## src/design/pcd_pkg.sv

```systemverilog
package pcd_pkg;

  // Field widths
  localparam int CHAR_W      = 8;
  localparam int SUM_W       = 64;
  localparam int DELTA_W     = 35;
  localparam int INDEX_W     = 16;
  localparam int STATUS_W    = 3;
  localparam int CFG_DATA_W  = 16;
  localparam int CFG_INDEX_W = 1;

  // Chunk format
  localparam int CHUNK_BITS  = 5;
  localparam int MAX_CHUNKS  = 7;
  localparam int COUNT_W     = 3;
  localparam logic [CHAR_W-1:0] CHAR_OFFSET = 8'd63;
  localparam logic [CHAR_W-1:0] CHAR_HIGH   = 8'd126;
  localparam logic [CHAR_W-1:0] CHAR_NUL    = 8'd0;

  // Queue between front and back
  localparam int QUEUE_DEPTH_DEFAULT = 4;

  // Configuration register indexes
  localparam logic [CFG_INDEX_W-1:0] REG_SCALE_DIGITS = 1'd0;
  localparam logic [CFG_INDEX_W-1:0] REG_MAX_POINTS   = 1'd1;
  localparam logic [INDEX_W-1:0]     MAX_POINTS_RESET = 16'hFFFF;

  // Result kinds
  localparam logic KIND_POINT = 1'b0;
  localparam logic KIND_END   = 1'b1;

  // End status codes
  localparam logic [STATUS_W-1:0] STAT_CLEAN    = 3'd0;
  localparam logic [STATUS_W-1:0] STAT_PARTIAL  = 3'd1;
  localparam logic [STATUS_W-1:0] STAT_BAD_CHAR = 3'd2;
  localparam logic [STATUS_W-1:0] STAT_OVERLONG = 3'd3;
  localparam logic [STATUS_W-1:0] STAT_LIMIT    = 3'd4;

  // One queued operation for the back part
  typedef struct packed {
    logic                      kind;
    logic [DELTA_W-1:0]        lat_delta;
    logic [DELTA_W-1:0]        lon_delta;
    logic [INDEX_W-1:0]        point_index;
    logic [STATUS_W-1:0]       end_status;
  } queue_entry_t;

  // Queue occupancy flags
  typedef struct packed {
    logic full;
    logic empty;
  } queue_status_t;

endpackage

```

## src/design/pcd_front.sv

```systemverilog
module pcd_front (
  input  logic                          clk,
  input  logic                          rst,
  input  logic                          accept,
  input  logic [pcd_pkg::CHAR_W-1:0]    char_code,
  input  logic                          cfg_we,
  input  logic [pcd_pkg::CFG_INDEX_W-1:0] cfg_index,
  input  logic [pcd_pkg::CFG_DATA_W-1:0]  cfg_data,
  output logic                          push,
  output pcd_pkg::queue_entry_t         entry
);
  import pcd_pkg::*;

  localparam int VALUE_W = CHUNK_BITS * MAX_CHUNKS;

  logic [INDEX_W-1:0]  max_points;
  logic [VALUE_W-1:0]  chunk_value, chunk_value_next;
  logic [COUNT_W-1:0]  chunk_count, chunk_count_next;
  logic                second_coord, second_coord_next;
  logic [DELTA_W-1:0]  pending_lat_delta, pending_lat_delta_next;
  logic [INDEX_W-1:0]  points_done, points_done_next;
  logic [STATUS_W-1:0] stop_status, stop_status_next;

  logic [CHAR_W-1:0]   char_off;
  logic [VALUE_W-1:0]  value_merged;
  logic [DELTA_W-2:0]  half;
  logic [DELTA_W-1:0]  delta;

  // Hold the point limit; the scale register is not stored, scaling is left to the consumer
  always_ff @(posedge clk) begin
    if (rst) begin
      max_points <= MAX_POINTS_RESET;
    end else if (cfg_we && cfg_index == REG_MAX_POINTS) begin
      max_points <= cfg_data;
    end
  end

  // Merge the new chunk and zigzag decode the value
  always_comb begin
    char_off     = char_code - CHAR_OFFSET;
    value_merged = chunk_value;
    for (int i = 0; i < MAX_CHUNKS; i++) begin
      if (chunk_count == COUNT_W'(i)) begin
        value_merged[i*CHUNK_BITS +: CHUNK_BITS] = char_off[CHUNK_BITS-1:0];
      end
    end
    half  = value_merged[VALUE_W-1:1];
    delta = value_merged[0] ? ~{1'b0, half} : {1'b0, half};
  end

  // Classify the character and advance decode state
  always_comb begin
    chunk_value_next       = chunk_value;
    chunk_count_next       = chunk_count;
    second_coord_next      = second_coord;
    pending_lat_delta_next = pending_lat_delta;
    points_done_next       = points_done;
    stop_status_next       = stop_status;
    push                   = 1'b0;
    entry.kind             = KIND_POINT;
    entry.lat_delta        = pending_lat_delta;
    entry.lon_delta        = delta;
    entry.point_index      = points_done;
    entry.end_status       = STAT_CLEAN;
    if (accept) begin
      priority if (char_code == CHAR_NUL) begin
        push       = 1'b1;
        entry.kind = KIND_END;
        if (stop_status != STAT_CLEAN) begin
          entry.end_status = stop_status;
        end else if (chunk_count != '0 || second_coord) begin
          entry.end_status = STAT_PARTIAL;
        end
        chunk_value_next       = '0;
        chunk_count_next       = '0;
        second_coord_next      = 1'b0;
        pending_lat_delta_next = '0;
        points_done_next       = '0;
        stop_status_next       = STAT_CLEAN;
      end else if (stop_status != STAT_CLEAN) begin
        // drop characters after a stop
      end else if (chunk_count == '0 && !second_coord && points_done >= max_points) begin
        stop_status_next = STAT_LIMIT;
      end else if (chunk_count >= COUNT_W'(MAX_CHUNKS)) begin
        stop_status_next = STAT_OVERLONG;
      end else if (char_code < CHAR_OFFSET || char_code > CHAR_HIGH) begin
        stop_status_next = STAT_BAD_CHAR;
      end else if (char_off[CHUNK_BITS]) begin
        chunk_value_next = value_merged;
        chunk_count_next = chunk_count + 1'b1;
      end else begin
        chunk_value_next = '0;
        chunk_count_next = '0;
        if (!second_coord) begin
          pending_lat_delta_next = delta;
          second_coord_next      = 1'b1;
        end else begin
          push                   = 1'b1;
          pending_lat_delta_next = '0;
          second_coord_next      = 1'b0;
          points_done_next       = points_done + 1'b1;
        end
      end
    end
  end

  always_ff @(posedge clk) begin
    if (rst) begin
      chunk_value       <= '0;
      chunk_count       <= '0;
      second_coord      <= 1'b0;
      pending_lat_delta <= '0;
      points_done       <= '0;
      stop_status       <= STAT_CLEAN;
    end else begin
      chunk_value       <= chunk_value_next;
      chunk_count       <= chunk_count_next;
      second_coord      <= second_coord_next;
      pending_lat_delta <= pending_lat_delta_next;
      points_done       <= points_done_next;
      stop_status       <= stop_status_next;
    end
  end

`ifndef SYNTH
  a_point_only_active: assert property (@(posedge clk) disable iff (rst)
    (push && entry.kind == KIND_POINT) |-> (stop_status == STAT_CLEAN && second_coord))
    else $error("point pushed while decoding stopped or without latitude");
  a_count_bounded: assert property (@(posedge clk) disable iff (rst)
    chunk_count <= COUNT_W'(MAX_CHUNKS))
    else $error("chunk count beyond seven");
`endif

endmodule

```

## src/design/pcd_queue.sv

```systemverilog
module pcd_queue #(
  parameter int DEPTH = pcd_pkg::QUEUE_DEPTH_DEFAULT
) (
  input  logic                   clk,
  input  logic                   rst,
  input  logic                   push,
  input  pcd_pkg::queue_entry_t  push_entry,
  input  logic                   pop,
  output pcd_pkg::queue_entry_t  head,
  output pcd_pkg::queue_status_t status
);
  import pcd_pkg::*;

  localparam int PTR_W = (DEPTH > 1) ? $clog2(DEPTH) : 1;
  localparam int CNT_W = $clog2(DEPTH + 1);

  queue_entry_t       entries [DEPTH];
  logic [PTR_W-1:0]   wr_ptr, rd_ptr;
  logic [CNT_W-1:0]   count;

  assign head         = entries[rd_ptr];
  assign status.full  = (count == CNT_W'(DEPTH));
  assign status.empty = (count == '0);

  // Store pushed transactions
  always_ff @(posedge clk) begin
    if (push) begin
      entries[wr_ptr] <= push_entry;
    end
  end

  // Advance pointers and occupancy
  always_ff @(posedge clk) begin
    if (rst) begin
      wr_ptr <= '0;
      rd_ptr <= '0;
      count  <= '0;
    end else begin
      if (push) begin
        wr_ptr <= (wr_ptr == PTR_W'(DEPTH - 1)) ? '0 : wr_ptr + 1'b1;
      end
      if (pop) begin
        rd_ptr <= (rd_ptr == PTR_W'(DEPTH - 1)) ? '0 : rd_ptr + 1'b1;
      end
      unique case ({push, pop})
        2'b10:   count <= count + 1'b1;
        2'b01:   count <= count - 1'b1;
        default: count <= count;
      endcase
    end
  end

`ifndef SYNTH
  a_no_overflow: assert property (@(posedge clk) disable iff (rst)
    push |-> (!status.full || pop))
    else $error("push into full queue");
  a_no_underflow: assert property (@(posedge clk) disable iff (rst)
    pop |-> !status.empty)
    else $error("pop from empty queue");
`endif

endmodule

```

## src/design/pcd_back.sv

```systemverilog
module pcd_back (
  input  logic                            clk,
  input  logic                            rst,
  input  pcd_pkg::queue_entry_t           head,
  input  pcd_pkg::queue_status_t          q_status,
  output logic                            pop,
  output logic                            out_valid,
  input  logic                            out_stall,
  output logic                            kind,
  output logic signed [pcd_pkg::SUM_W-1:0]  lat_units,
  output logic signed [pcd_pkg::SUM_W-1:0]  lon_units,
  output logic [pcd_pkg::INDEX_W-1:0]     point_index,
  output logic [pcd_pkg::STATUS_W-1:0]    end_status,
  output logic                            last
);
  import pcd_pkg::*;

  logic [SUM_W-1:0] lat_sum, lat_sum_next;
  logic [SUM_W-1:0] lon_sum, lon_sum_next;

  // Take the head when the output register is free or being drained
  assign pop = !q_status.empty && (!out_valid || !out_stall);

  // Accumulate deltas; an end transaction clears the sums
  always_comb begin
    lat_sum_next = lat_sum;
    lon_sum_next = lon_sum;
    if (pop) begin
      if (head.kind == KIND_POINT) begin
        lat_sum_next = lat_sum + {{(SUM_W-DELTA_W){head.lat_delta[DELTA_W-1]}}, head.lat_delta};
        lon_sum_next = lon_sum + {{(SUM_W-DELTA_W){head.lon_delta[DELTA_W-1]}}, head.lon_delta};
      end else begin
        lat_sum_next = '0;
        lon_sum_next = '0;
      end
    end
  end

  always_ff @(posedge clk) begin
    if (rst) begin
      lat_sum   <= '0;
      lon_sum   <= '0;
      out_valid <= 1'b0;
    end else begin
      lat_sum <= lat_sum_next;
      lon_sum <= lon_sum_next;
      if (pop) begin
        out_valid <= 1'b1;
      end else if (!out_stall) begin
        out_valid <= 1'b0;
      end
    end
  end

  // Load the result payload
  always_ff @(posedge clk) begin
    if (pop) begin
      kind        <= head.kind;
      point_index <= head.point_index;
      end_status  <= head.end_status;
      last        <= (head.kind == KIND_END);
      if (head.kind == KIND_POINT) begin
        lat_units <= lat_sum_next;
        lon_units <= lon_sum_next;
      end else begin
        lat_units <= lat_sum;
        lon_units <= lon_sum;
      end
    end
  end

`ifndef SYNTH
  a_end_clears: assert property (@(posedge clk) disable iff (rst)
    (pop && head.kind == KIND_END) |=> (lat_sum == '0 && lon_sum == '0))
    else $error("sums not cleared after end of string");
`endif

endmodule

```

## src/design/polyline_coordinate_decoder.sv

```systemverilog
// Encoded polyline decoder. Feed one byte of the encoded string per transaction on
// char_code; a zero byte ends the string. Each completed latitude/longitude pair
// yields a point result (kind 0) carrying the running sums as integers in units of
// 10^-scale_digits degrees; the end byte yields a summary (kind 1, last 1) with the
// point count and a status. A character is accepted every cycle while the internal
// queue (QUEUE_DEPTH transactions) has room; a result is registered in the queue and
// then in the output register, and a stalled output only backs up the input once
// that queue fills. The rate of one character per cycle is set by the front part,
// which gathers chunks and zigzag decodes in a single step, and by the back part,
// which does both 64-bit accumulations in one step. scale_digits is accepted on the
// configuration port but does not change results; scaling is left to the consumer.
module polyline_coordinate_decoder #(
  parameter int QUEUE_DEPTH = pcd_pkg::QUEUE_DEPTH_DEFAULT
) (
  input  logic                              clk,
  input  logic                              rst,
  input  logic                              in_valid,
  output logic                              in_stall,
  input  logic [pcd_pkg::CHAR_W-1:0]        char_code,
  output logic                              out_valid,
  input  logic                              out_stall,
  output logic                              kind,
  output logic signed [pcd_pkg::SUM_W-1:0]  lat_units,
  output logic signed [pcd_pkg::SUM_W-1:0]  lon_units,
  output logic [pcd_pkg::INDEX_W-1:0]       point_index,
  output logic [pcd_pkg::STATUS_W-1:0]      end_status,
  output logic                              last,
  input  logic                              cfg_we,
  input  logic [pcd_pkg::CFG_INDEX_W-1:0]   cfg_index,
  input  logic [pcd_pkg::CFG_DATA_W-1:0]    cfg_data
);
  import pcd_pkg::*;

  queue_entry_t  push_entry;
  queue_entry_t  head;
  queue_status_t q_status;
  logic          push;
  logic          pop;
  logic          accept;

  // Stall input only on a full queue
  assign in_stall = q_status.full;
  assign accept   = in_valid && !in_stall;

  pcd_front u_front (
    .clk       (clk),
    .rst       (rst),
    .accept    (accept),
    .char_code (char_code),
    .cfg_we    (cfg_we),
    .cfg_index (cfg_index),
    .cfg_data  (cfg_data),
    .push      (push),
    .entry     (push_entry)
  );

  pcd_queue #(
    .DEPTH (QUEUE_DEPTH)
  ) u_queue (
    .clk        (clk),
    .rst        (rst),
    .push       (push),
    .push_entry (push_entry),
    .pop        (pop),
    .head       (head),
    .status     (q_status)
  );

  pcd_back u_back (
    .clk         (clk),
    .rst         (rst),
    .head        (head),
    .q_status    (q_status),
    .pop         (pop),
    .out_valid   (out_valid),
    .out_stall   (out_stall),
    .kind        (kind),
    .lat_units   (lat_units),
    .lon_units   (lon_units),
    .point_index (point_index),
    .end_status  (end_status),
    .last        (last)
  );

endmodule
```

## config.mk

```make
export PLATFORM = sky130hd
export DESIGN_NAME = polyline_coordinate_decoder
export DESIGN_NICKNAME = d
export VERILOG_FILES = /design/src/design/pcd_pkg.sv /design/src/design/pcd_front.sv /design/src/design/pcd_queue.sv /design/src/design/pcd_back.sv /design/src/design/polyline_coordinate_decoder.sv
export SDC_FILE = /design/constraint.sdc
export NUM_CORES = 1
export LEC_CHECK = 0
export BUFFER_PORTS_ARGS = -buffer_cell sky130_fd_sc_hd__buf_2
export CORE_MARGIN = 8
export CORE_UTILIZATION = 30
export CTS_BUF_LIST = sky130_fd_sc_hd__clkbuf_8
export CTS_CLUSTER_SIZE = 8
export DETAILED_ROUTE_END_ITERATION = 16
export GPL_ROUTABILITY_DRIVEN = 0
export SLEW_MARGIN = 20
export SYNTH_ARGS = -nofsm -noshare
export SYNTH_HDL_FRONTEND = slang
export SYNTH_HIERARCHICAL = 1
export SYNTH_SLANG_ARGS = --single-unit
```

## constraint.sdc

```tcl
create_clock -name clk -period 9.7 [get_ports clk]
set_clock_uncertainty 0.05 [all_clocks]
set_input_delay 1.94 -clock clk [delete_from_list [all_inputs] [get_ports clk]]
set_output_delay 1.94 -clock clk [all_outputs]
set_load 0.02 [all_outputs]
```

==> impl_metrics.tcl, run 1 <==
set metrics [dict create \
    status "complete, no violations" \
    root_buffer "clkbuf_8" \
    cap_violations 0 \
    dieArea_mm2 0.135 \
    grt_max_degree 203 \
    ir_drop_v 0.000296 \
    fill_cells 12320 \
    die_w_um 367 \
    slew_viol_final 0 \
    maxSlewHeadroom_pct 25.2 \
    powerDensity_mw_per_mm2 295 \
    clkPwrFrac_pct 22.2 \
    rows 129 \
    vias 25504 \
    coreArea_mm2 0.123 \
    nets 3625 \
    clk_pin_slew_ps 60 \
    die_h_um 367 \
    cp.arrival_ps 6170 \
    fmax_ghz 0.175 \
    most-common-layout-cells "577 x nand2_1, 508 x edfxtp_1, 245 x dfxtp_1" \
    synth-edff-count 508 \
    cts_resized 0 \
    hold_buffers 0 \
    track_usage_pct 13.6 \
    synth-seq-cells 755 \
    wire_per_inst_um 18.5 \
    clockBufferDepth 3 \
    ys_async_sr_fraction_pct 0 \
    setup_tns_ps 0 \
    min_period_ps 5700 \
    path_max_fanout 40 \
    synth.distinct_cells 92 \
    drt_iter0_markers 1878 \
    leakage_nw 15.7 \
    clkLatencyLatePin_ps 830 \
    place_hpwl_mm 65.2 \
    routed_via_density 4.92 \
    cts_tree "yes" \
    antenna_found_initial 10 \
    crit_required_ps 10170 \
    portBuffers 180 \
    p_switching_w 0.00513 \
    drc 0 \
    drive_gt1_share_pct 14.4 \
    startpoint_type "flop" \
    drtAntennaViolNets 0 \
    worstMarginPinSlew_ps 1120 \
    synth_flop_cell "edfxtp_1" \
    rsz0062_at_grt "no" \
    htree_levels 4 \
    syn_area_mm2 0.0371 \
    netlist_instances 3281 \
    syn2layout_area_growth_pct 12.8 \
    hold_violations 0 \
    postSynthAreaPerCell_um2 11.3 \
    multi_input_area_mm2 0.0156 \
    dr.pass1.iters 7 \
    criticalPathCategory "flop to flop" \
    register_area_mm2 0.0202 \
    fin_util_pct 33.9 \
    clkSinkCount 755 \
    start_util_pct 30.1 \
    grt_pass1_vias 24786 \
    seq_area_frac_synth_pct 54.5 \
    hp-start "u_front/max_points[4]$_SDFFE_PP1P_" \
    routed_wl_mm 95.7 \
    switching_share_pct 41.5 \
    p_seq_share_pct 36.6 \
    hold_path.class "flop to flop" \
    yosysWarnings 6 \
    finalCritPeriodShare_pct 58.8 \
    final_common_cell "nand2_1" \
    endpoint_kind "flop" \
    postCtsSetupBuffers 0 \
    grt_pass1_wl_mm 147 \
    p_int_w 0.00722 \
    grt-ovfl-total 0 \
    setup_viol_count_final 0 \
    cts_buffers 130 \
    ios 181 \
    comb_power_share_pct 41.2 \
    synth_nets 3472 \
]
==> power groups by stage <==
stage / clock network [W] / logic, W / registers, W
floorplan: 0 / 0.00330 / 0.00488
global placement: 0 / 0.00509 / 0.00461
detailed placement: 0 / 0.00511 / 0.00462
CTS: 0.00284 / 0.00513 / 0.00456
global route: 0.00299 / 0.00561 / 0.00459
finish: 0.00274 / 0.00509 / 0.00452
==> metal layers <==
layer / global-route usage, % / wire length (um)
met3: 2.93 / 5380
met4: 3.30 / 1540
met5: 0 / 22
met1: 18.6 / 43900
met2: 22.1 / 44800
==> Yosys cell counts (48+ instances only) <==
master / instances / area share, %
clkbuf_1: 123 / 1.2
nor3_1: 48 / 0.65
o21ai_0: 223 / 3.0
nor2_1: 113 / 1.1
nand4_1: 52 / 0.88
dfxtp_1: 247 / 13
edfxtp_1: 508 / 41
mux4_2: 90 / 5.5
inv_1: 83 / 0.84
xnor2_1: 87 / 2.1
a21oi_1: 245 / 3.3
a21o_1: 82 / 1.7
ha_1: 158 / 5.3
mux2i_1: 68 / 1.8
xor2_1: 68 / 1.6
nand2_1: 577 / 5.8
==> critical path: stages (launching register included) <==
cell	delay, ps
dfxtp_4	780
buf_4	760
mux4_2	360
ha_1	170
inv_1	60
fa_1	370
nand2b_1	210
a21o_1	220
a2111oi_4	390
a21oi_1	180
o31a_1	370
o31a_1	370
o41ai_4	490
a22oi_1	270
mux2i_1	210
o311ai_1	110
==> through the flow <==
stage               instance area [um2]  setup slack, ps  cells  hold WS [ps]  total power (W)
CTS                               41800             3880   5175           413           0.0125
finish                            41800             4000   5181           412           0.0123
detailed placement                39300             3850   4939           400          0.00972
floorplan                         37100             2800   3281           385          0.00818
global route                      41800             3560   5180           429           0.0132
global placement                  39300             3920   4939           398          0.00970
==> registers in the layout, indices dropped and copies added, names as in the netlist, 16 cells and up, named ones only <==
name / cells
u_back/lat_sum: 64
u_back/point_index: 16
u_front/points_done: 16
u_queue/entries: 360
u_back/lon_sum: 64
u_front/pending_lat_delta: 35
u_back/lon_units: 64
u_front/chunk_value: 35
u_back/lat_units: 64
u_front/max_points: 16
==> logic make-up (layout without fill, tap and decap cells) <==
kind of cell / after synthesis / count (layout) / share of synthesized area (%)
AO/OA/AOI/OAI: 769 / 769 / 12.9
XOR/XNOR: 155 / 155 / 3.66
adder cells (fa/ha/maj): 161 / 161 / 5.50
buffers and inverters: 263 / 520 / 3.50
flip-flops: 755 / 755 / 54.5
multiplexers: 176 / 176 / 7.85
other: 0 / 6 / 0
AND/OR/NAND/NOR: 1002 / 1002 / 12.1
==> cell type report <==
class                      instances  area share (%)
clock buffer                     134            4.41
clock inverter                   102            1.50
timing repair buffer             201            2.61
antenna                            6          0.0359
sequential                       755            48.3
inverter                          83           0.757
tap                             1637            4.90
multi-input combinational       2263            37.4
==> worst paths after layout <==
check / slack, ps / cells past startpoint / endpoint
worst max-delay path: 4000 / 15 / u_back/lat_units[60]$_DFFE_PP_
worst min-delay path: 410 / 1 / u_front/max_points[4]$_SDFFE_PP1P_
worst max register to register: 4000 / 15 / u_back/lat_units[60]$_DFFE_PP_
worst min register to register: 410 / 1 / u_front/max_points[4]$_SDFFE_PP1P_
No activity file was read; power rests on OpenSTA's default activity.
==> run 2: changes to the inputs <==
clock period = 5.85 ns   (was 9.7 ns; I/O delays follow)
==> impl_metrics.tcl, run 2 (synthesis results as in run 1) <==
set metrics [dict create \
    fmax_ghz 0.196 \
    drt_iter0_markers 1813 \
    slew_viol_final 0 \
    status "complete, no violations" \
    final_common_cell "nand2_1" \
    portBuffers 180 \
    dieArea_mm2 0.135 \
    cap_violations 0 \
    rows 129 \
    die_w_um 367 \
    grt_max_degree 97 \
    startpoint_type "flop" \
    grt_pass1_vias 25079 \
    die_h_um 367 \
    routed_via_density 4.95 \
    slowest_delay_ps 700 \
    cpMostUsedCell "a21oi_1" \
    track_usage_pct 13.8 \
    crit_required_ps 6330 \
    endpoint_kind "flop" \
    hold_buffers 0 \
    vias 25740 \
    cts_buffers 135 \
    hold_path.class "flop to flop" \
    cts_tree "yes" \
    path_buf_inv 1 \
    clkLatencyLatePin_ps 810 \
    ir_drop_v 0.000281 \
    largest_reg_flops 360 \
    total_power_w 0.0207 \
    drtAntennaViolNets 0 \
    critPathSlowestCell "o311ai_0" \
    syn2layout_area_growth_pct 13.8 \
    worstMarginPinSlew_ps 894 \
    path_max_fanout 26 \
    path_cells "mux4_2 > ha_1 > inv_1 > fa_1 > nand2b_1 > a21oi_1 > o311ai_0 > a21oi_1 > o311ai_0 > a21oi_1 > nor3_1 > nor4_1 > a311oi_1 > o21ai_0" \
    grt-ovfl-total 0 \
    cp.arrival_ps 5590 \
    clockBufferDepth 3 \
    drc 0 \
    antenna_found_initial 10 \
    path_delay_family "compound AO/OA/AOI/OAI gates" \
    dr.pass1.iters 5 \
    leakage_nw 15.8 \
    clk_pin_slew_ps 60 \
    nets 3648 \
    min_period_ps 5110 \
    setup_tns_ps 0 \
    criticalPathCategory "flop to flop" \
    largest_register "u_queue/entries" \
    hold_violations 0 \
    htree_levels 4 \
    coreArea_mm2 0.123 \
    finalCritPeriodShare_pct 87.3 \
    grt_pass1_wl_mm 148 \
    wire_per_inst_um 18.5 \
    powerDensity_mw_per_mm2 492 \
    clkSinkCount 755 \
    ios 181 \
    postCtsSetupBuffers 0 \
    place_hpwl_mm 66.6 \
    start_util_pct 30.1 \
    rsz0062_at_grt "no" \
    most-common-layout-cells "577 x nand2_1, 508 x edfxtp_1, 245 x dfxtp_1" \
    root_buffer "clkbuf_8" \
    drive_gt1_share_pct 15.2 \
    routed_wl_mm 96.1 \
    maxSlewHeadroom_pct 40.4 \
    setup_viol_count_final 0 \
    cts_resized 0 \
]
## run 2: worst reg2reg max path, stage by stage, from the launching register on
cell and delay, ps:
dfxtp_4 690, mux4_2 600, ha_1 220, inv_1 70, fa_1 170, nand2b_1 180
a21oi_1 110, o311ai_0 560, a21oi_1 180, o311ai_0 700, a21oi_1 190, nor3_1 600
nor4_1 100, a311oi_1 310, o21ai_0 120
## run 2: final cells by class
type | count | area, um2
clock inverter | 98 | 607
timing repair buffer | 219 | 1360
sequential | 755 | 20200
tap | 1637 | 2050
multi-input combinational | 2263 | 15600
antenna | 5 | 12.5
inverter | 83 | 315
clock buffer | 143 | 1970
fill | 12318 | 81000
## run 2: power breakdown
part	internal [W]	total, W	switching [W]	leakage, nW
Clock	0.00250	0.00473	0.00223	1.48
Sequential	0.00693	0.00743	0.000500	6.62
Combinational	0.00287	0.00859	0.00572	7.71
## run 2: routing by layer
metal  GRT usage [%]  wire length [um]  vias to the layer above
li1                -                 -                    12444
met1            18.5             44200                    12437
met2            21.9             44200                      699
met3            3.10              5290                      156
met4            4.59              2400                        4
met5               0                26                        -
## run 2: metrics by stage
stage | cell area [um2] | setup WS (ps) | instances | util [%] | hold WS (ps)
after floorplan | 37100 | 530 | 3281 | - | 385
after global placement | 39500 | 773 | 4956 | 32.1 | 395
after detailed placement | 39500 | 715 | 4956 | 32.1 | 400
after CTS | 42100 | 701 | 5197 | 34.2 | 414
after global routing | 42200 | 490 | 5200 | 34.2 | 428
final | 42200 | 743 | 5203 | 34.2 | 411
## run 2: path summary, 6_finish.rpt
| kind | from | endpoint | slack [ps] | cells after the start |
|---|---|---|---|---|
| setup / recovery | flop | u_back/lat_units[62]$_DFFE_PP_ | 740 | 14 |
| hold / removal | u_front/max_points[3]$_SDFFE_PP1P_ | u_front/max_points[3]$_SDFFE_PP1P_ | 410 | 1 |
| setup reg to reg | flop | u_back/lat_units[62]$_DFFE_PP_ | 740 | 14 |
| hold reg to reg | u_front/max_points[3]$_SDFFE_PP1P_ | u_front/max_points[3]$_SDFFE_PP1P_ | 410 | 1 |
==> run 3: changes to the inputs <==
MAX_ROUTING_LAYER = met4   (was unset)
==> impl_metrics.tcl, run 3 (synthesis results as in run 1) <==
set metrics [dict create \
    syn2layout_area_growth_pct 13.8 \
    grt_pass1_vias 25062 \
    met3_usage_pct 3.03 \
    ff2ff_path_depth 14 \
    post-place-ws_ps 715 \
    r2r-end "u_back/lat_units[62]$_DFFE_PP_" \
    instances_no_fill 5205 \
    slew_viol_final 0 \
    dr.pass1.iters 5 \
    grt_busiest_layer "met2" \
    fmax_ghz 0.197 \
    portBuffers 180 \
    ios 181 \
    hold_path.class "flop to flop" \
    hold_end "u_front/max_points[3]$_SDFFE_PP1P_" \
    largest_reg_flops 360 \
    total_power_w 0.0207 \
    root_buffer "clkbuf_8" \
    switching_share_pct 40.7 \
    fin_util_pct 34.2 \
    startpoint_type "flop" \
    dieArea_mm2 0.135 \
    setup_tns_ps 0 \
    use_met1_pct 18.6 \
    cts_buffers 135 \
    min_period_ps 5080 \
    cts_tree "yes" \
    rows 129 \
    die_h_um 367 \
    fill_cells 12316 \
    drc 0 \
    dp.cells 4956 \
    clkLatencyLatePin_ps 820 \
    grtUsageMet2_pct 21.9 \
    clk_pin_slew_ps 60 \
    final_common_cell "nand2_1" \
    clkPwrFrac_pct 22.8 \
    grt_max_degree 97 \
    leakage_nw 15.8 \
    antenna_found_initial 10 \
    ff2ff_setup_slack_ps 770 \
    track_usage_pct 14.2 \
    endpoint_kind "flop" \
    drive_gt1_share_pct 15.2 \
    p_seq_share_pct 35.8 \
    cp.arrival_ps 5560 \
    largest_register "u_queue/entries" \
    powerDensity_mw_per_mm2 492 \
    clockBufferDepth 3 \
    cts_resized 0 \
    path_max_fanout 26 \
    rsz0062_at_grt "no" \
    crit_required_ps 6330 \
    multi_input_area_mm2 0.0156 \
    nets 3648 \
    maxSlewHeadroom_pct 21.3 \
    postCtsSetupBuffers 0 \
    setup_viol_count_final 0 \
    coreArea_mm2 0.123 \
    hp-start "u_front/max_points[3]$_SDFFE_PP1P_" \
    grt_pass1_wl_mm 148 \
    status "complete, no violations" \
    comb_power_share_pct 41.4 \
    p_switching_w 0.00845 \
    routed_wl_mm 95.9 \
    hold_violations 0 \
    cap_violations 0 \
    holdPathStages 1 \
    grt-ovfl-total 0 \
    criticalPathCategory "flop to flop" \
    fin_ws_ps 773 \
    drt_iter0_markers 1893 \
    hold_buffers 0 \
    finalCritPeriodShare_pct 86.8 \
    die_w_um 367 \
    routed_via_density 4.94 \
    wire_per_inst_um 18.4 \
    drtAntennaViolNets 0 \
    vias 25717 \
    p_int_w 0.0123 \
    htree_levels 4 \
    start_util_pct 30.1 \
    clkSinkCount 755 \
    register_area_mm2 0.0202 \
    most-common-layout-cells "577 x nand2_1, 508 x edfxtp_1, 245 x dfxtp_1" \
    worstMarginPinSlew_ps 1180 \
    ir_drop_v 0.000284 \
    place_hpwl_mm 66.6 \
]
run 3: cell type report:
| type | count | share of cell area, % |
|---|---|---|
| Sequential cell | 755 | 47.9 |
| Multi-Input combinational cell | 2263 | 37.1 |
| Tap cell | 1637 | 4.86 |
| Clock buffer | 143 | 4.67 |
| Timing Repair Buffer | 219 | 3.22 |
| Clock inverter | 98 | 1.44 |
| Inverter | 83 | 0.748 |
| Antenna cell | 7 | 0.0415 |
run 3: power by group through the flow:
stage	clock [W]	sequential, W	combinational (W)
3_3_place_gp	0	0.00757	0.00859
6_report	0.00473	0.00742	0.00858
4_1_cts	0.00491	0.00748	0.00865
3_5_place_dp	0	0.00758	0.00861
5_1_grt	0.00514	0.00755	0.00949
2_1_floorplan	0	0.00806	0.00547
run 3: metrics by stage:
step	hold slack, ps	cell area (um2)
finish	411	42200
global route	428	42200
CTS	414	42100
detailed placement	400	39500
global placement	395	39500
floorplan	385	37100
run 3: routing by layer:
layer	share of wire, %	vias to the layer above
li1	-	12450
met1	46	12404
met2	46	705
met3	5.5	158
met4	2.6	0
met5	0	-
run 3: critical path, cell delays in order (launching register included):
cell      delay, ps
dfxtp_4         690
mux4_2          570
ha_1            220
inv_1            70
fa_1            170
nand2b_1        180
a21oi_1         110
o311ai_0        560
a21oi_1         180
o311ai_0        670
a21oi_1         180
nor3_1          600
nor4_1          100
a311oi_1        310
o21ai_0         120
run 3: worst max path at each step:
stage	from	endpoint	depth (start not counted)
after floorplan	char_code[0]	u_queue/entries[0][0]$_DFFE_PP_	9
after global placement	flop	u_back/lat_units[62]$_DFFE_PP_	14
after detailed placement	flop	u_back/lon_sum[58]$_SDFF_PP0_	13
after CTS	flop	u_back/lon_sum[58]$_SDFF_PP0_	13
after global routing	flop	u_back/lon_units[62]$_DFFE_PP_	13
final	flop	u_back/lat_units[62]$_DFFE_PP_	14
